`src/rtl/core/thwma_pkg.sv`:
```
`timescale 1ns / 1ps
`default_nettype none
// ----------------------------------------------------------------------------
// thwma_pkg
// Shared widths, codes, reset values and types of the thermostat with a
// moving-average temperature estimate.
// ----------------------------------------------------------------------------
package thwma_pkg;

	localparam int KIND_W     = 3;
	localparam int SP_W       = 7;
	localparam int STEP_W     = 4;
	localparam int BAND_W     = 5;
	localparam int TMO_W      = 3;
	localparam int TEMP_W     = 9;
	localparam int CFG_IDX_W  = 3;
	localparam int CFG_DATA_W = 7;

	// degrees = reading * 12 / 25
	localparam int SCALE_NUM = 12;
	localparam int SCALE_DEN = 25;

	localparam logic [SP_W-1:0]   MIN_SETPOINT_RST  = 7'd35;
	localparam logic [SP_W-1:0]   MAX_SETPOINT_RST  = 7'd75;
	localparam logic [STEP_W-1:0] STEP_RST          = 4'd5;
	localparam logic [BAND_W-1:0] BAND_RST          = 5'd5;
	localparam logic [TMO_W-1:0]  TIMEOUT_RST       = 3'd5;
	localparam logic [SP_W-1:0]   INIT_SETPOINT_RST = 7'd60;

	typedef enum logic [KIND_W-1:0] {
		KIND_SAMPLE = 3'd0,
		KIND_SECOND = 3'd1,
		KIND_UP     = 3'd2,
		KIND_DOWN   = 3'd3,
		KIND_POWER  = 3'd4
	} kind_t;

	typedef enum logic [CFG_IDX_W-1:0] {
		REG_MIN_SETPOINT     = 3'd0,
		REG_MAX_SETPOINT     = 3'd1,
		REG_SETPOINT_STEP    = 3'd2,
		REG_BAND             = 3'd3,
		REG_MODE_TIMEOUT     = 3'd4,
		REG_INITIAL_SETPOINT = 3'd5
	} reg_index_t;

	typedef struct packed {
		logic [SP_W-1:0]   min_setpoint;
		logic [SP_W-1:0]   max_setpoint;
		logic [STEP_W-1:0] setpoint_step;
		logic [BAND_W-1:0] band;
		logic [TMO_W-1:0]  mode_timeout;
	} cfg_t;

	typedef struct packed {
		logic              heater_on;
		logic              cooler_on;
		logic              power_on;
		logic              in_setting_mode;
		logic [TEMP_W-1:0] average_temp;
		logic [TEMP_W-1:0] display_value;
	} result_t;

endpackage
`default_nettype wire

```
`src/rtl/core/thwma_if.sv`:
```
`timescale 1ns / 1ps
`default_nettype none
// ----------------------------------------------------------------------------
// thwma_if
// Valid/ready channels of the thermostat: event requests in, results out.
// ----------------------------------------------------------------------------
interface thwma_event_if import thwma_pkg::*; #(
	parameter int ADC_BITS = 10
) ();
	logic                valid;
	logic                ready;
	logic [KIND_W-1:0]   kind;
	logic [ADC_BITS-1:0] adc_value;

	modport source (output valid, output kind, output adc_value, input ready);
	modport sink   (input valid, input kind, input adc_value, output ready);
endinterface

interface thwma_result_if import thwma_pkg::*; ();
	logic              valid;
	logic              ready;
	logic              heater_on;
	logic              cooler_on;
	logic              power_on;
	logic              in_setting_mode;
	logic [TEMP_W-1:0] average_temp;
	logic [TEMP_W-1:0] display_value;

	modport source (output valid, output heater_on, output cooler_on, output power_on,
		output in_setting_mode, output average_temp, output display_value, input ready);
	modport sink   (input valid, input heater_on, input cooler_on, input power_on,
		input in_setting_mode, input average_temp, input display_value, output ready);
endinterface
`default_nettype wire

```
`src/rtl/core/thwma_cell.sv`:
```
`timescale 1ns / 1ps
`default_nettype none
// ----------------------------------------------------------------------------
// thwma_cell
// One slot of the sample window: takes its left neighbor's sample on a shift.
// ----------------------------------------------------------------------------
module thwma_cell #(
	parameter int W = 9
) (
	input  logic         clk,
	input  logic         arst_n,
	input  logic         shift,
	input  logic [W-1:0] d,
	output logic [W-1:0] q
);

	logic [W-1:0] sample_q;

	always_ff @(posedge clk or negedge arst_n) begin
		if (!arst_n) begin
			sample_q <= '0;
		end else if (shift) begin
			sample_q <= d;
		end
	end

	assign q = sample_q;

endmodule
`default_nettype wire

```
`src/rtl/core/thwma_window.sv`:
```
`timescale 1ns / 1ps
`default_nettype none
// ----------------------------------------------------------------------------
// thwma_window
// Row of sample cells with a running sum: the newest sample enters cell 0,
// the one leaving the last cell is taken out of the sum.
// ----------------------------------------------------------------------------
module thwma_window #(
	parameter int WINDOW = 10,
	parameter int DEG_W  = 9,
	parameter int SUM_W  = 13
) (
	input  logic             clk,
	input  logic             arst_n,
	input  logic             shift,
	input  logic [DEG_W-1:0] deg,
	output logic [SUM_W-1:0] sum
);

	logic [DEG_W-1:0] tap [WINDOW];
	logic [SUM_W-1:0] sum_q;

	for (genvar i = 0; i < WINDOW; i++) begin : g_cell
		if (i == 0) begin : g_head
			thwma_cell #(.W(DEG_W)) u_cell (
				.clk    (clk),
				.arst_n (arst_n),
				.shift  (shift),
				.d      (deg),
				.q      (tap[i])
			);
		end else begin : g_body
			thwma_cell #(.W(DEG_W)) u_cell (
				.clk    (clk),
				.arst_n (arst_n),
				.shift  (shift),
				.d      (tap[i-1]),
				.q      (tap[i])
			);
		end
	end

	// intermediate may wrap; the final sum always fits
	always_ff @(posedge clk or negedge arst_n) begin
		if (!arst_n) begin
			sum_q <= '0;
		end else if (shift) begin
			sum_q <= sum_q - SUM_W'(tap[WINDOW-1]) + SUM_W'(deg);
		end
	end

	assign sum = sum_q;

endmodule
`default_nettype wire

```
`src/rtl/core/thwma_ctrl.sv`:
```
`timescale 1ns / 1ps
`default_nettype none
// ----------------------------------------------------------------------------
// thwma_ctrl
// Control state: power, setting mode, heater/cooler drive, setpoint and the
// seconds counter. Its registers double as the result register.
// ----------------------------------------------------------------------------
module thwma_ctrl import thwma_pkg::*; (
	input  logic              clk,
	input  logic              arst_n,
	input  logic              load,
	input  kind_t             kind,
	input  logic [TEMP_W-1:0] avg,
	input  cfg_t              cfg,
	output result_t           res
);

	logic              power_q, setting_q, heater_q, cooler_q;
	logic [SP_W-1:0]   sp_q;
	logic [TMO_W-1:0]  cnt_q;
	logic [TEMP_W-1:0] avg_q;

	logic              power_d, setting_d, heater_d, cooler_d;
	logic [SP_W-1:0]   sp_d;
	logic [TMO_W-1:0]  cnt_d;
	logic [TEMP_W-1:0] avg_d;

	logic [TEMP_W:0]   heat_lvl, cool_lvl;
	logic [TMO_W-1:0]  cnt_inc;
	logic [SP_W:0]     up_sum;
	logic [SP_W-1:0]   down_gap;

	assign heat_lvl = (TEMP_W+1)'(avg) + (TEMP_W+1)'(cfg.band);
	assign cool_lvl = (TEMP_W+1)'(sp_q) + (TEMP_W+1)'(cfg.band);
	assign cnt_inc  = cnt_q + TMO_W'(1);
	assign up_sum   = (SP_W+1)'(sp_q) + (SP_W+1)'(cfg.setpoint_step);
	assign down_gap = sp_q - cfg.min_setpoint;

	always_comb begin
		power_d   = power_q;
		setting_d = setting_q;
		heater_d  = heater_q;
		cooler_d  = cooler_q;
		sp_d      = sp_q;
		cnt_d     = cnt_q;
		avg_d     = avg_q;
		case (kind)
			KIND_SAMPLE: begin
				avg_d = avg;
				if (power_q) begin
					// heater wins when both thresholds are met
					if (heat_lvl <= (TEMP_W+1)'(sp_q)) begin
						heater_d = 1'b1;
						cooler_d = 1'b0;
					end else if ((TEMP_W+1)'(avg) >= cool_lvl) begin
						heater_d = 1'b0;
						cooler_d = 1'b1;
					end
				end
			end
			KIND_SECOND: begin
				if (setting_q) begin
					if (cnt_inc >= cfg.mode_timeout) begin
						setting_d = 1'b0;
						cnt_d     = '0;
					end else begin
						cnt_d = cnt_inc;
					end
				end
			end
			KIND_UP: begin
				if (power_q) begin
					cnt_d = '0;
					if (!setting_q) begin
						setting_d = 1'b1;
					end else if (sp_q < cfg.max_setpoint) begin
						sp_d = (up_sum > (SP_W+1)'(cfg.max_setpoint)) ? cfg.max_setpoint
							: up_sum[SP_W-1:0];
					end
				end
			end
			KIND_DOWN: begin
				if (power_q) begin
					cnt_d = '0;
					if (!setting_q) begin
						setting_d = 1'b1;
					end else if (sp_q > cfg.min_setpoint) begin
						sp_d = (down_gap > SP_W'(cfg.setpoint_step))
							? sp_q - SP_W'(cfg.setpoint_step) : cfg.min_setpoint;
					end
				end
			end
			KIND_POWER: begin
				if (power_q) begin
					power_d   = 1'b0;
					setting_d = 1'b0;
					heater_d  = 1'b0;
					cooler_d  = 1'b0;
					cnt_d     = '0;
				end else begin
					power_d = 1'b1;
				end
			end
			default: ;
		endcase
	end

	always_ff @(posedge clk or negedge arst_n) begin
		if (!arst_n) begin
			power_q   <= 1'b0;
			setting_q <= 1'b0;
			heater_q  <= 1'b0;
			cooler_q  <= 1'b0;
			sp_q      <= INIT_SETPOINT_RST;
			cnt_q     <= '0;
			avg_q     <= '0;
		end else if (load) begin
			power_q   <= power_d;
			setting_q <= setting_d;
			heater_q  <= heater_d;
			cooler_q  <= cooler_d;
			sp_q      <= sp_d;
			cnt_q     <= cnt_d;
			avg_q     <= avg_d;
		end
	end

	always_comb begin
		res.heater_on       = heater_q;
		res.cooler_on       = cooler_q;
		res.power_on        = power_q;
		res.in_setting_mode = setting_q;
		res.average_temp    = avg_q;
		if (!power_q) begin
			res.display_value = '0;
		end else if (setting_q) begin
			res.display_value = TEMP_W'(sp_q);
		end else begin
			res.display_value = avg_q;
		end
	end

endmodule
`default_nettype wire

```
`src/rtl/core/thermostat_with_moving_average.sv`:
```
`timescale 1ns / 1ps
`default_nettype none
// ----------------------------------------------------------------------------
// thermostat_with_moving_average
// Hysteresis thermostat driven by a moving average of scaled readings.
// ----------------------------------------------------------------------------
// Takes one event request per clock (sample, second tick, up, down, power) while
// no stage is stalled, and returns one result per event from the result register.
// The rate of one per cycle is set by the running-sum
// update of the sample window, a row of WINDOW cells that shift once per
// sample. Stage 1 scales the reading by 12/25 with a reciprocal multiply,
// stage 2 shifts the window and updates the sum, stage 3 multiplies the sum by
// the reciprocal of WINDOW, and the control registers, which form the result
// register, take the event last. Each stage holds only while the one after it
// is full and stalled. Configuration writes are meant for idle periods; a write
// of initial_setpoint has no effect, since reset restores it to its default.
// ----------------------------------------------------------------------------
module thermostat_with_moving_average import thwma_pkg::*; #(
	parameter int WINDOW   = 10,
	parameter int ADC_BITS = 10
) (
	input  logic                  clk,
	input  logic                  arst_n,
	input  logic                  wr_en,
	input  logic [CFG_IDX_W-1:0]  wr_index,
	input  logic [CFG_DATA_W-1:0] wr_data,
	thwma_event_if.sink           events,
	thwma_result_if.source        results
);

	// scaling: x = reading * 12, exact x / 25 by reciprocal
	localparam int XW  = ADC_BITS + 4;
	localparam int S1  = XW + $clog2(SCALE_DEN);
	localparam longint unsigned M1 =
		((64'd1 << S1) + 64'(SCALE_DEN) - 64'd1) / 64'(SCALE_DEN);
	localparam int PW1 = XW + XW + 1;

	localparam int DEG_MAX = ((2 ** ADC_BITS - 1) * SCALE_NUM) / SCALE_DEN;
	localparam int DEG_W   = $clog2(DEG_MAX + 1);
	localparam int SUM_W   = $clog2(WINDOW * DEG_MAX + 1);

	// averaging: exact sum / WINDOW by reciprocal
	localparam int S2  = SUM_W + $clog2(WINDOW);
	localparam longint unsigned M2 =
		((64'd1 << S2) + 64'(WINDOW) - 64'd1) / 64'(WINDOW);
	localparam int PW2 = SUM_W + SUM_W + 1;

	cfg_t cfg_q;

	logic            en1, en2, en3, take_o;
	logic            v_s1, v_s2, v_s3, out_valid_q;
	kind_t           kind_s1, kind_s2, kind_s3;
	logic [PW1-1:0]  prod_s1;
	logic [PW2-1:0]  prod_s3;

	logic [XW-1:0]    scaled_x;
	logic [PW1-1:0]   deg_shift;
	logic [DEG_W-1:0] deg;
	logic [SUM_W-1:0] sum;
	logic [PW2-1:0]   avg_shift;
	logic             win_shift;
	result_t          res;

	always_ff @(posedge clk or negedge arst_n) begin
		if (!arst_n) begin
			cfg_q.min_setpoint  <= MIN_SETPOINT_RST;
			cfg_q.max_setpoint  <= MAX_SETPOINT_RST;
			cfg_q.setpoint_step <= STEP_RST;
			cfg_q.band          <= BAND_RST;
			cfg_q.mode_timeout  <= TIMEOUT_RST;
		end else if (wr_en) begin
			case (reg_index_t'(wr_index))
				REG_MIN_SETPOINT:     cfg_q.min_setpoint  <= wr_data[SP_W-1:0];
				REG_MAX_SETPOINT:     cfg_q.max_setpoint  <= wr_data[SP_W-1:0];
				REG_SETPOINT_STEP:    cfg_q.setpoint_step <= wr_data[STEP_W-1:0];
				REG_BAND:             cfg_q.band          <= wr_data[BAND_W-1:0];
				REG_MODE_TIMEOUT:     cfg_q.mode_timeout  <= wr_data[TMO_W-1:0];
				REG_INITIAL_SETPOINT: ;
				default: ;
			endcase
		end
	end

	// stall chain: a stage moves when the next one is empty or moving
	assign take_o = !out_valid_q || results.ready;
	assign en3    = !v_s3 || take_o;
	assign en2    = !v_s2 || en3;
	assign en1    = !v_s1 || en2;
	assign events.ready = en1;

	always_ff @(posedge clk or negedge arst_n) begin
		if (!arst_n) begin
			v_s1        <= 1'b0;
			v_s2        <= 1'b0;
			v_s3        <= 1'b0;
			out_valid_q <= 1'b0;
		end else begin
			if (en1) v_s1 <= events.valid;
			if (en2) v_s2 <= v_s1;
			if (en3) v_s3 <= v_s2;
			if (take_o) out_valid_q <= v_s3;
		end
	end

	assign scaled_x = XW'({events.adc_value, 3'b000}) + XW'({events.adc_value, 2'b00});

	always_ff @(posedge clk) begin
		if (en1 && events.valid) begin
			kind_s1 <= kind_t'(events.kind);
			prod_s1 <= PW1'(scaled_x) * PW1'(M1);
		end
		if (en2 && v_s1) begin
			kind_s2 <= kind_s1;
		end
		// sum already holds the value left by the request in stage 2
		if (en3 && v_s2) begin
			kind_s3 <= kind_s2;
			prod_s3 <= PW2'(sum) * PW2'(M2);
		end
	end

	assign deg_shift = prod_s1 >> S1;
	assign deg       = deg_shift[DEG_W-1:0];
	assign win_shift = v_s1 && en2 && (kind_s1 == KIND_SAMPLE);

	thwma_window #(
		.WINDOW (WINDOW),
		.DEG_W  (DEG_W),
		.SUM_W  (SUM_W)
	) u_window (
		.clk    (clk),
		.arst_n (arst_n),
		.shift  (win_shift),
		.deg    (deg),
		.sum    (sum)
	);

	assign avg_shift = prod_s3 >> S2;

	thwma_ctrl u_ctrl (
		.clk    (clk),
		.arst_n (arst_n),
		.load   (v_s3 && take_o),
		.kind   (kind_s3),
		.avg    (avg_shift[TEMP_W-1:0]),
		.cfg    (cfg_q),
		.res    (res)
	);

	assign results.valid           = out_valid_q;
	assign results.heater_on       = res.heater_on;
	assign results.cooler_on       = res.cooler_on;
	assign results.power_on        = res.power_on;
	assign results.in_setting_mode = res.in_setting_mode;
	assign results.average_temp    = res.average_temp;
	assign results.display_value   = res.display_value;

endmodule
`default_nettype wire

```
`src/flat_wrapper.sv`:
```
// flat-port wrapper written by rule: the top's interface ports become plain ports
module thermostat_with_moving_average_flat import thwma_pkg::*;
#(
	parameter int WINDOW   = 10,
	parameter int ADC_BITS = 10
)
  (clk, arst_n, wr_en, wr_index, wr_data, events_valid, events_kind, events_adc_value, events_ready, results_valid, results_heater_on, results_cooler_on, results_power_on, results_in_setting_mode, results_average_temp, results_display_value, results_ready);
  thwma_event_if #(.ADC_BITS(ADC_BITS)) events_i ();
  thwma_result_if results_i ();
  input  logic clk;
  input  logic arst_n;
  input  logic wr_en;
  input  logic [CFG_IDX_W-1:0] wr_index;
  input  logic [CFG_DATA_W-1:0] wr_data;
  input wire logic [$bits(events_i.valid)-1:0] events_valid;
  input wire logic [$bits(events_i.kind)-1:0] events_kind;
  input wire logic [$bits(events_i.adc_value)-1:0] events_adc_value;
  output wire logic [$bits(events_i.ready)-1:0] events_ready;
  output wire logic [$bits(results_i.valid)-1:0] results_valid;
  output wire logic [$bits(results_i.heater_on)-1:0] results_heater_on;
  output wire logic [$bits(results_i.cooler_on)-1:0] results_cooler_on;
  output wire logic [$bits(results_i.power_on)-1:0] results_power_on;
  output wire logic [$bits(results_i.in_setting_mode)-1:0] results_in_setting_mode;
  output wire logic [$bits(results_i.average_temp)-1:0] results_average_temp;
  output wire logic [$bits(results_i.display_value)-1:0] results_display_value;
  input wire logic [$bits(results_i.ready)-1:0] results_ready;
  assign events_i.valid = events_valid;
  assign events_i.kind = events_kind;
  assign events_i.adc_value = events_adc_value;
  assign events_ready = events_i.ready;
  assign results_valid = results_i.valid;
  assign results_heater_on = results_i.heater_on;
  assign results_cooler_on = results_i.cooler_on;
  assign results_power_on = results_i.power_on;
  assign results_in_setting_mode = results_i.in_setting_mode;
  assign results_average_temp = results_i.average_temp;
  assign results_display_value = results_i.display_value;
  assign results_i.ready = results_ready;
  thermostat_with_moving_average #(.WINDOW(WINDOW), .ADC_BITS(ADC_BITS)) u_core (.clk(clk), .arst_n(arst_n), .wr_en(wr_en), .wr_index(wr_index), .wr_data(wr_data), .events(events_i), .results(results_i));
endmodule
```
`config.mk`:
```
export PLATFORM = sky130hd
export DESIGN_NAME = thermostat_with_moving_average_flat
export DESIGN_NICKNAME = d
export VERILOG_FILES = /design/src/rtl/core/thwma_pkg.sv /design/src/rtl/core/thwma_if.sv /design/src/rtl/core/thwma_cell.sv /design/src/rtl/core/thwma_window.sv /design/src/rtl/core/thwma_ctrl.sv /design/src/rtl/core/thermostat_with_moving_average.sv /design/src/flat_wrapper.sv
export SDC_FILE = /design/constraint.sdc
export NUM_CORES = 1
export LEC_CHECK = 0
export ABC_CLOCK_PERIOD_IN_PS = 4400
export BUFFER_PORTS_ARGS = -buffer_cell sky130_fd_sc_hd__buf_2
export CAP_MARGIN = 0
export CORE_MARGIN = 10
export CORE_UTILIZATION = 58
export DETAILED_ROUTE_END_ITERATION = 8
export PLACE_DENSITY = 0.75
export SLEW_MARGIN = 20
export SYNTH_ARGS = -nofsm -noshare
export SYNTH_HDL_FRONTEND = slang
export SYNTH_SLANG_ARGS = --single-unit
```
`constraint.sdc`:
```
create_clock -name clk -period 4.4 [get_ports clk]
set_clock_uncertainty 0.15 [all_clocks]
set_input_delay 0 -clock clk [delete_from_list [all_inputs] [get_ports clk]]
set_output_delay 0 -clock clk [all_outputs]
set_load 0.02 [all_outputs]
```
## Yosys cells after proc, flatten, opt, wreduce, memory -nomap -nowiden

Index checks and enable logic that the tools add are counted.

- Shift operators: 0
- $mul: 2
- Reductions and logical operators: 33
- Bitwise gates (word level): 0
- Magnitude comparators: 7
- Divide/modulo/power cells: 0
- $add $sub $neg: 9
- Equal/unequal tests: 20
- Mux-type cells: 29

Operators by type and width:

| kind | count |
|---|---|
| 7-bit 2-to-1 mux | 8 |
| 14-bit by 13-bit multiplier with 26-bit output, second input constant | 1 |
| 13-bit by 12-bit multiplier with 24-bit output, second input constant | 1 |
| 9-bit 2-to-1 mux | 2 |
| 2-bit inequality test, second input constant | 9 |
| 13-bit by 12-bit adder with 14-bit output | 1 |
| 7-bit case mux with 2 select lines | 1 |
| 2-bit AND reduction | 7 |
| 13-bit by 9-bit adder with 13-bit output | 1 |
| 13-bit by 9-bit subtractor with 13-bit output | 1 |
| 3-bit by 2-bit equality test with 1-bit output, second input constant | 4 |
| 1-bit 2-to-1 mux | 11 |
| 9-bit by 5-bit adder with 10-bit output | 1 |
| 10-bit by 7-bit less-or-equal comparator with 1-bit output | 1 |
| 9-bit by 8-bit greater-or-equal comparator with 1-bit output | 1 |
| 3-bit logical NOT | 3 |
| 3-bit 2-to-1 mux | 3 |
| 7-bit by 4-bit adder with 8-bit output | 1 |
| 7-bit by 5-bit adder with 8-bit output | 1 |
| 8-bit by 7-bit greater-than comparator with 1-bit output | 1 |
| 4-bit AND reduction | 2 |
| 8-bit AND reduction | 1 |
| 7-bit by 4-bit greater-than comparator with 1-bit output | 1 |
| 7-bit greater-than comparator | 1 |
| 20 further kinds | 36 |

- Word-level logic and storage cells: 132
- Latch bits: 0
- Memories kept: 0
- Bits in registers: 215
- ROM bits: 0
- Memory bits (writable): 0

## Depth between registers and ports, before layout

Gate-level depths: netlist (run 1).

- Depth after elaboration: 7
- Mapped depth: 27

## Cells and area by module

Synthesis (run 1) repeated with hierarchy kept, for this count alone.

- Cells, all modules: 1,455
- Area, all modules: 16,308.1 um^2

By module, submodules not included:

| module | area each (um^2) | times used | cells an instance | sequential area each (um^2) |
|---|---|---|---|---|
| thermostat_with_moving_average | 7,823.8 | 1 | 719 | 1,577.8 |
| thwma_cell | 371.6 | 10 | 19 | 225.2 |
| thwma_ctrl | 3,380.7 | 1 | 385 | 580.6 |
| thwma_window | 1,387.6 | 1 | 161 | 325.3 |

## Worst setup path before layout (run 1)

No wires, ideal clock.

- Path kind: in2reg
- Start: input port events_adc_value[0]
- End: register u_core.prod_s1[26], data pin
- Buffers on the path: 0
- Setup slack: -1.597 ns
- Stages: 25
- Arrival: 5.581 ns
- Library setup time: 0.266 ns
- Cells stage by stage: ha_1 -> fa_1 -> a21o_1 -> a21o_1 -> a21oi_1 -> o21ai_1 -> a31oi_1 -> inv_1 -> ha_1 -> ha_1 -> inv_1 -> fa_1 -> inv_1 -> fa_1 -> inv_1 -> fa_1 -> inv_1 -> ha_1 -> a211oi_1 -> o21ai_0 -> a21oi_1 -> o21ai_0 -> a41oi_1 -> a21boi_0 -> xor2_1

- Longest elaborated chain between the ends: 2

Ends and longest elaborated chain:

| element | line | source |
|---|---|---|
| start, declared | flat_wrapper.sv:17 | `input wire logic [$bits(events_i.adc_value)-1:0] events_adc_value;` |
| 13-bit by 12-bit adder with 14-bit output | thermostat_with_moving_average.sv:105 | `assign scaled_x = XW'({events.adc_value, 3'b000}) + XW'({events.adc_value, 2'b00});` |
| 14-bit by 13-bit multiplier with 26-bit output | thermostat_with_moving_average.sv:110 | `prod_s1 <= PW1'(scaled_x) * PW1'(M1);` |
| end signal, assigned | thermostat_with_moving_average.sv:110 |  |
| end, declared | thermostat_with_moving_average.sv:53 | `logic [PW1-1:0] prod_s1;` |

Every way passes these cells.
A chain may end at the register's enable or synchronous reset.

## Worst setup path in the final report (run 1)

- Start: input port events_adc_value[1]
- End: register u_core.prod_s1[24], data pin

The elaborated chain is that of the path after synthesis.

==> metrics.txt, run 1 <==
Post-Syn Nets=1852; Seq cells post-synth=183; multi-input logic area=~11000 µm²; Worst Reg-to-Reg Cells=16; worst reg2reg startpoint=u_core.u_window.sum[6]; Row Count=a little under 60; root buf cell=clkbuf_16; # DRC=0; crit path time final=5.21 ns; RD Place Congestion=0.959; Initial Util=59.3%; register area share after synthesis=30.4%; Global Route Usage Sum=roughly 21%; reg2reg end=u_core.prod_s3[24]; kind of critical path=input port to flip-flop; ANT cells=0; synth top area cells=dfrtp_1, ha_1, fa_1, mux2_2, inv_1; Congestion Overflow GR=0; post-DP HPWL=26600 µm; RSZ-0062 raised after global routing=yes; Die Wd=184 µm; Worst slew margin=44.4%; Wirelength per Cell=16.9 µm; core area=between 20000 and 30000 µm²; HP Class=input port to async pin; CTS max path bufs=2; die area=33800 µm²; fillers=1819; Post-Syn Area=~16000 µm²; fin util=between 70% and 80%; wirelength, routed=34300 µm; first-pass GRT wire length=56900 µm; share of layout cells above drive strength 1=26.9%; crit path capture type=flip-flop; Final Hold Violating Endpoints=0; most frequent CP cell=inv_2; routed vias/inst=5.49; number of global-route vias before repair=11.7k; H-tree levels=4; via count=11.1k; die height=184 µm; syn avg cell area=10.6 µm²; Top Ports=52; worst reg-to-reg setup slack=-0.38 ns; WP data arrival=5.24 ns; initial antenna violation count=0; element type at the critical path start=input port; cell with the most instances after synthesis=ha_1; post-synth top area cell=dfrtp_1; Post-synth EDFFs=27; Seq. cell area=4740 µm²; Gate Count Post-Synth=1468; Final setup viols=18; post-route ant nets=0; highest clock rate=0.192 GHz; initial DRC count=between 600 and 700; total CTS buffers=17; # clock sinks=183; worst skew pair latency=between 0.4 and 0.5 ns; final net count=2061; Buf+Inv Stages, Crit Path=8; top post-synthesis cells by count=ha_1, inv_1, dfrtp_1, mux2_2, fa_1; count of cell types in the netlist=70; max-slew violations=0; Area Growth Syn to Fin=20.3%; max cap viols=0; Syn. warnings=0; Port Buffers=51; status=finished, violations left; critical path required time=4.43 ns; drt pass-1 iters=5; failing checks=negative setup slack; post-synth top area share=22.3%; CP max stage cell=fa_1; number of cells after detailed placement=1956; Main synth FF type=dfrtp_1; largest net degree at the start of global routing=a little under 90; worst-path fanout max=4; CP top delay family=adder cells; Cell Count, Final, Fillers Out=2025; clock-pin slew on the worst setup and hold paths=0.07 ns; worst slew pin tran=0.834 ns; ys async rst share=85.2%; final setup margin=-0.809 ns; CP peak stage delay=0.54 ns; Tcrit/Tclk final=118%; TritonCTS clock tree=yes
[kinds of logic (layout without fill, tap and decap cells)]
group,after synthesis,in the layout,share of synthesized area (%)
AO/OA/AOI/OAI,236,236,9.75
multiplexers,118,118,8.39
AND/OR/NAND/NOR,239,239,7.59
XOR/XNOR,72,72,4.09
buffers and inverters,264,486,6.42
flip-flops,183,183,30.4
adder cells (fa/ha/maj),356,356,33.4
[per-stage QoR]
step                setup TNS [ns]  hold slack (ns)  instance area (µm²)  setup WS, ns
floorplan                    -7.12           -0.446                15800        -0.943
global placement            -12.55          -0.0617                17300         -1.27
detailed placement          -14.08          -0.0603                17300         -1.40
CTS                          -7.94           0.0444                18400        -0.801
global route                -11.37           0.0915                18800        -0.992
finish                       -8.39           0.0190                18800        -0.809
[layout by cell type (no fill, tap or decap), types with 6 or more instances in the layout]
cell type,synthesis,final
mux2_2,101,101
nor3_1,15,13
xnor2_2,0,6
dlygate4sd3_1,0,21
inv_2,0,15
dfstp_2,17,17
ha_1,256,235
a21oi_1,50,40
mux2i_1,17,17
fa_1,100,96
clkbuf_16,0,19
buf_6,0,8
or2_2,6,6
xnor2_1,46,38
nor2b_1,24,23
a21o_1,25,25
o21ai_2,0,7
ha_4,0,18
dfrtp_1,139,136
buf_4,0,136
o211ai_1,12,12
o21a_1,16,16
a211oi_1,10,6
inv_1,240,225
and2_1,6,6
xor2_1,25,22
edfxtp_1,27,27
o21bai_1,7,6
a21oi_2,0,7
nand2b_1,16,16
buf_2,8,48
nor2_1,38,32
nand3_1,13,10
o21ai_0,71,63
nand2_1,89,87
[repair_timing]
item	in CTS	in global routing
resized for setup	42	52
setup endpoints to repair	18	19
setup buffers	8	9
pin swaps	43	48
hold endpoints to repair	122	0
hold buffers	21	0
[cell type report]
cell class,instances,area share (%)
flip-flops and latches,183,25.3
multi-input cells,1021,56.0
repair buffers,214,8.41
well taps,335,2.23
clock inverters,11,0.654
clock buffers,21,2.63
inverters,240,4.80
[sequential cells by signal, summed over array words and instances, names as in the netlist, 3 cells and up]
signal,count
u_core.u_window.sum,13
u_core.cfg_q,26
u_core.u_ctrl.cnt_q,3
u_core.u_ctrl.sp_q,7
u_core.u_ctrl.avg_q,9
u_core.kind_s2,3
u_core.u_window.g_cell.g_head.u_cell.q,9
u_core.prod_s1,9
u_core.kind_s1,3
u_core.prod_s3,9
u_core.u_window.g_cell.g_body.u_cell.q,81
u_core.kind_s3,3
[routing by layer]
layer	global-route usage [%]	routed length, µm
met1	24.7	14200
met2	37.7	17900
met3	2.94	1390
met4	6.49	803
met5	0	0
[how the worst max path moves through the flow]
stage | startpoint | end | slack (ns) | cells after the start
after floorplan | events_adc_value[0] | u_core.prod_s1[25] | -0.94 | 26
after global placement | events_adc_value[1] | u_core.prod_s1[25] | -1.27 | 27
after detailed placement | events_adc_value[1] | u_core.prod_s1[26] | -1.40 | 24
after CTS | events_adc_value[1] | u_core.prod_s1[26] | -0.80 | 26
after global routing | events_adc_value[1] | u_core.prod_s1[26] | -0.99 | 27
final | events_adc_value[1] | u_core.prod_s1[24] | -0.81 | 28
Power of run 1 is left out: the tool's default activity adds up to more than one toggle a clock period on the data nets, which glitch-free logic cannot reach.
==> run 2, diff against run 1 <==
--- a/config.mk
+++ b/config.mk
@@ -9,9 +9,9 @@
 export BUFFER_PORTS_ARGS = -buffer_cell sky130_fd_sc_hd__buf_2
 export CAP_MARGIN = 0
 export CORE_MARGIN = 10
-export CORE_UTILIZATION = 58
+export CORE_UTILIZATION = 55
 export DETAILED_ROUTE_END_ITERATION = 8
-export PLACE_DENSITY = 0.75
+export PLACE_DENSITY = 0.72
 export SLEW_MARGIN = 20
 export SYNTH_ARGS = -nofsm -noshare
 export SYNTH_HDL_FRONTEND = slang
==> run 2 against run 1 <==
The flow still finishes with violations (negative setup slack); die area grew 4.9%; first-iteration DRC count shrank 12%; register-to-register slack improved by 0.09 ns; maximum frequency shrank 0.48%; count of clock-buffer cells in the layout fell by 1; core utilization is 3.5 points lower; critical path type unchanged.
==> metrics.txt, run 2 (synthesis gave the netlist of run 1 again) <==
drt pass-1 iters=7 (+2); Cell Count, Final, Fillers Out=2072 (+2.3%); number of cells after detailed placement=2001 (+2.3%); Initial Util=56.0% (-3.4 points); Area after DPL=17400 µm² (+0.54%); H-tree levels=4 (unchanged); initial antenna violation count=0 (unchanged); CTS max path bufs=2 (unchanged); max cap viols=0 (unchanged); Worst Reg-to-Reg Cells=16 (unchanged); worst-path fanout max=6 (+2); Row Count=61 (+3.4%); HP Class=input port to async pin; M1 GR Usage=22.6% (-2.1 points); most frequent cells in the layout=ha_1, inv_1, dfrtp_1; fin util=67.8% (-3.5 points); worst slew pin tran=0.876 ns (+0.0425 ns); number of global-route vias before repair=11.8k (+1.3%); element type at the critical path start=input port; die height=188 µm (+2.4%); Congestion Overflow GR=0 (unchanged); Die Wd=188 µm (+2.4%); Tcrit/Tclk final=119% (+0.58 points); die area=35500 µm² (+4.9%); most common cell after layout, fill and taps aside=ha_1; post-DP HPWL=26400 µm (-0.61%); Final Hold Violating Endpoints=0 (unchanged); routed vias/inst=5.37 (-2.2%); initial DRC count=547 (-12%); critical path required time=4.44 ns (about the same); Port Buffers=51 (unchanged); first-pass GRT wire length=56600 µm (-0.66%); most used routing layer in global routing=met2; Global Route Usage Sum=19.2% (-1.5 points); Worst slew margin=41.6% (-2.8 points); met2 usage=34.9% (-2.8 points); met3 usage=2.88% (-0.064 points); # clock sinks=183 (unchanged); # DRC=0 (unchanged); ANT cells=0 (unchanged); WP data arrival=5.27 ns (+0.03 ns); clock-pin slew on the worst setup and hold paths=0.07 ns (about the same); max-slew violations=0 (unchanged); Top Ports=52 (unchanged); wirelength, routed=33700 µm (-1.9%); highest clock rate=0.191 GHz (-0.48%); failing checks=negative setup slack; Largest register FFs=81 (unchanged); core area=27900 µm² (+6.0%); via count=11.1k (+0.12%); Area Growth Syn to Fin=21.2%; crit path capture type=flip-flop; Final setup viols=16 (-2); share of layout cells above drive strength 1=27.3% (+0.35 points); kind of critical path=input port to flip-flop; root buf cell=clkbuf_16; RSZ-0062 raised after global routing=yes; largest net degree at the start of global routing=98 (+10%); total CTS buffers=17 (unchanged); worst skew pair latency=0.44 ns (about the same); Wirelength per Cell=16.2 µm (-4.2%); Fin Setup TNS=-7.49 ns (+0.905 ns); final net count=2065 (+0.19%); RD Place Congestion=0.926 (-3.4%); final setup margin=-0.834 ns (-0.0253 ns); status=finished, violations left; TritonCTS clock tree=yes; post-route ant nets=0 (unchanged); final instance area=18900 µm² (+0.75%); crit path time final=5.23 ns (+0.0253 ns)
==> run 2: cell types whose count changed in the layout (fill, tap and decap cells not counted), moves of 3 or more <==
cell    change
ha_1        -5
nor2_1      +4
buf_4       -3
buf_6       +4
ha_4        +3
nor2_2      -5
inv_6       -3
==> run 2: critical path, cell delays in order <==
cell,delay (ns)
buf_8,0.10
ha_4,0.15
fa_2,0.35
a21o_1,0.16
a21o_1,0.21
a21oi_4,0.17
o21bai_4,0.10
xor2_4,0.32
buf_6,0.17
xnor2_4,0.13
xnor2_2,0.14
ha_2,0.19
inv_2,0.04
fa_1,0.50
inv_1,0.05
fa_1,0.49
inv_2,0.04
fa_1,0.55
inv_2,0.05
ha_4,0.25
a211oi_4,0.24
o21ai_2,0.10
a21oi_2,0.15
o21ai_2,0.09
a41oi_2,0.25
nor2b_4,0.21
xnor2_1,0.06
==> run 2: layout make-up <==
| class | count | area (µm²) |
|---|---|---|
| Multi-Input combinational cell | 1021 | 10500 |
| Timing Repair Buffer | 218 | 1650 |
| Clock inverter | 12 | 131 |
| Clock buffer | 20 | 457 |
| Inverter | 240 | 907 |
| Fill cell | 2049 | 8960 |
| Sequential cell | 183 | 4740 |
| Tap cell | 378 | 473 |
==> run 2: path summary, 6_finish.rpt <==
kind | endpoint | slack (ns) | startpoint
worst max-delay path | u_core.prod_s1[25] | -0.83 | events_adc_value[1]
worst min-delay path | u_core.u_ctrl.avg_q[3] | 0.08 | arst_n
worst max register to register | u_core.prod_s3[24] | -0.29 | u_core.u_window.sum[5]
worst min register to register | u_core.kind_s3[0] | 0.28 | u_core.kind_s2[0]
max in group asynchronous | u_core.u_window.g_cell[5].g_body.u_cell.q[0] | 3.02 | arst_n
min in group clk | u_core.kind_s1[0] | 0.15 | events_kind[0]
==> run 2: stage by stage <==
stage                     setup WS [ns]  hold WS [ns]
after global routing              -1.05         0.133
after CTS                        -0.747         0.111
after detailed placement          -1.29       0.00891
final                            -0.834        0.0833
after floorplan                  -0.943        -0.446
after global placement            -1.23       0.00155
==> run 2: what timing repair did <==
item	in CTS	in global routing
setup buffers	12	11
endpoints found under the setup margin	18	18
hold endpoints to repair	124	0
pin swaps	46	30
resized for setup	45	60
hold buffers	22	0
==> run 2: layer usage <==
| metal | share of wire (%) | vias to the layer above | wire length (µm) |
|---|---|---|---|
| met1 | 43 | 5452 | 14400 |
| met5 | 0 | - | 0 |
| met3 | 2.9 | 68 | 970 |
| met2 | 52 | 191 | 17400 |
| met4 | 2.6 | 0 | 865 |
| li1 | - | 5414 | - |
Power of run 2 is left out for the same reason.
==> run 3, diff against run 2 <==
--- a/config.mk
+++ b/config.mk
@@ -5,6 +5,7 @@
 export SDC_FILE = /design/constraint.sdc
 export NUM_CORES = 1
 export LEC_CHECK = 0
+export ABC_AREA = 1
 export ABC_CLOCK_PERIOD_IN_PS = 4400
 export BUFFER_PORTS_ARGS = -buffer_cell sky130_fd_sc_hd__buf_2
 export CAP_MARGIN = 0
==> run 3 against run 2 <==
The flow still finishes with violations (negative setup slack); first-iteration DRC count is 60% higher; global-route usage rose by 1.8 points; sequential share of layout area shrank 1.9 points; flip-flop and latch count did not move; count of clock-buffer cells in the layout is 1 lower; largest cell class unchanged; highest routed layer unchanged.
==> metrics.txt, run 3 <==
status=finished, violations left; failing checks=negative setup slack; Congestion Overflow GR=0 (unchanged); CTS max path bufs=2 (unchanged); crit path time final=4.74 ns (-0.492 ns); share of layout cells above drive strength 1=21.3% (-6.0 points); # clock sinks=183 (unchanged); Worst slew margin=36.0% (-5.6 points); max cap viols=0 (unchanged); die area=38000 µm² (+7.0%); ys async rst share=85.2% (unchanged); Syn. warnings=0 (unchanged); Seq. cell area=4740 µm² (about the same); kind of critical path=input port to flip-flop; total CTS buffers=17 (unchanged); drt pass-1 iters=7 (unchanged); Final setup viols=12 (-4); Top Ports=52 (unchanged); post-DP HPWL=31100 µm (+18%); post-synth top area share=20.7% (-1.6 points); syn avg cell area=8.21 µm² (-23%); final net count=2670 (+29%); post-synth top area cell=dfrtp_1; initial DRC count=873 (+60%); WP data arrival=4.79 ns (-0.48 ns); critical path required time=4.45 ns (about the same); Tcrit/Tclk final=108% (-11 points); crit path capture type=flip-flop; Seq cells post-synth=183 (unchanged); RSZ-0062 raised after global routing=yes; most common cell after layout, fill and taps aside=nand2_1; worst-path fanout max=3 (-3); fillers=2327 (+14%); final setup margin=-0.342 ns (+0.492 ns); die height=195 µm (+3.4%); Gate Count Post-Synth=2047 (+39%); Main synth FF type=dfrtp_1; synth top area cells=dfrtp_1, ha_1, fa_1, nand2_1, inv_1; number of global-route vias before repair=14.4k (+22%); Port Buffers=51 (unchanged); initial antenna violation count=1 (+1); count of cell types in the netlist=51 (-27%); most frequent cells in the layout=nand2_1, inv_1, ha_1; Post-Syn Area=16800 µm² (+7.8%); Wirelength per Cell=15.0 µm (-7.4%); top post-synthesis cells by count=nand2_1, inv_1, ha_1, o21ai_0, dfrtp_1; Area Growth Syn to Fin=21.9%; first-pass GRT wire length=67400 µm (+19%); # DRC=0 (unchanged); via count=14.0k (+26%); worst skew pair latency=0.43 ns (about the same); Post-Syn Nets=2431 (+31%); CP max stage cell=fa_1; Final Hold Violating Endpoints=0 (unchanged); Global Route Usage Sum=21.0% (+1.8 points); cell with the most instances after synthesis=nand2_1; RD Place Congestion=0.912 (-1.5%); Largest register FFs=81 (unchanged); worst slew pin tran=0.960 ns (+0.0837 ns); CP peak stage delay=0.49 ns (-0.06 ns); max-slew violations=0 (unchanged); largest net degree at the start of global routing=113 (+15%); wirelength, routed=40500 µm (+20%); clock-pin slew on the worst setup and hold paths=0.08 ns (about the same); TritonCTS clock tree=yes; Row Count=63 (+3.3%); root buf cell=clkbuf_16; most frequent CP cell=nand2_1; routed vias/inst=5.21 (-2.9%); H-tree levels=4 (unchanged); dpl ws=-0.963 ns (+0.328 ns); core area=29900 µm² (+7.2%); highest clock rate=0.211 GHz (+10%); element type at the critical path start=input port; HP Class=input port to async pin; multi-input logic area=11200 µm² (+6.5%); Buf+Inv Stages, Crit Path=8 (+2); Initial Util=56.3% (+0.31 points); CP top delay family=adder cells; Post-synth EDFFs=27 (unchanged); post-route ant nets=0 (unchanged); Die Wd=195 µm (+3.4%); register area share after synthesis=28.2% (-2.2 points)
## run 3: cell types whose count changed after synthesis, moves of 16 or more
| cell | previous run | this run |
|---|---|---|
| nand2b_1 | 16 | 0 |
| inv_1 | 240 | 400 |
| mux2i_1 | 17 | 0 |
| nand3_1 | 13 | 101 |
| o21ai_1 | 2 | 19 |
| nand2_1 | 89 | 452 |
| nor2_1 | 38 | 108 |
| a21o_1 | 25 | 8 |
| nor2b_1 | 24 | 0 |
| xor2_1 | 25 | 41 |
| a21oi_1 | 50 | 70 |
| xnor2_1 | 46 | 10 |
| mux2_2 | 101 | 5 |
| o21ai_0 | 71 | 146 |
## run 3: path summary, 6_finish.rpt
kind / slack [ns] / from / endpoint / cells after the start
worst max-delay path: -0.34 / events_adc_value[2] / u_core.prod_s1[23] / 32
worst min-delay path: 0.03 / arst_n / u_core.u_ctrl.avg_q[6] / 2
worst max register to register: -0.09 / u_core.u_window.sum[2] / u_core.prod_s3[19] / 18
worst min register to register: 0.26 / u_core.kind_s2[0] / u_core.kind_s3[0] / 0
max in group asynchronous: 3.00 / arst_n / u_core.cfg_q[8] / 3
min in group clk: 0.19 / events_kind[1] / u_core.kind_s1[1] / 2
## run 3: metrics by stage
step / area [µm²] / util [%] / instances / hold WS, ns / setup TNS, ns
after floorplan: 17000 / - / 2047 / -0.446 / -3.91
after global placement: 18700 / 62.5 / 2607 / -0.0602 / -8.17
after detailed placement: 18700 / 62.5 / 2607 / -0.0565 / -9.08
after CTS: 20000 / 66.9 / 2680 / 0.0468 / -2.26
after global routing: 20500 / 68.6 / 2690 / 0.0890 / -5.22
final: 20500 / 68.6 / 2690 / 0.0305 / -2.77
## run 3: worst reg2reg max path: stages, from the launching register on
cell and delay, ns:
dfrtp_2 0.47, ha_4 0.29, inv_2 0.04, fa_1 0.49
fa_1 0.50, inv_2 0.05, fa_1 0.48, fa_1 0.61
ha_4 0.24, nand2_2 0.06, nand2_1 0.07, nand2_2 0.07
nand3b_1 0.13, a21o_1 0.20, a21o_1 0.18, nand2_2 0.07
nand2_1 0.05, nand2_1 0.05, nand2_1 0.04
## run 3: cell families after synthesis
kind of cell / count (synthesis) / share of synthesized area (%)
compound gates: 277 / 9.03
xor+xnor: 53 / 2.85
fa+ha+maj: 356 / 31.0
buf+inv: 443 / 10.4
flops: 183 / 28.2
mux: 5 / 0.335
simple gates: 730 / 18.2
## run 3: timing repair
item / 4_1_cts / 5_1_grt
hold buffers: 24 / 0
buffers inserted: 17 / 9
pin swaps: 62 / 70
endpoints found under the hold margin: 109 / 0
gates resized for setup: 73 / 98
setup endpoints to repair: 18 / 18
## run 3: cell type report
cell class	count	area share, %
Tap cell	390	2.38
Multi-Input combinational cell	1421	54.8
Clock inverter	13	0.739
Sequential cell	183	23.2
Timing Repair Buffer	250	9.05
Clock buffer	19	2.27
Inverter	413	7.58
Antenna cell	1	0.0122
## run 3: metal layers
metal  vias up  track usage (%)  share of wire [%]
li1       6974                -                  -
met1      6731             26.1                 44
met2       263             37.7                 51
met3        59             2.58                3.5
met4         0             5.41                1.8
met5         -                0                  0
Power of run 3 is left out for the same reason.
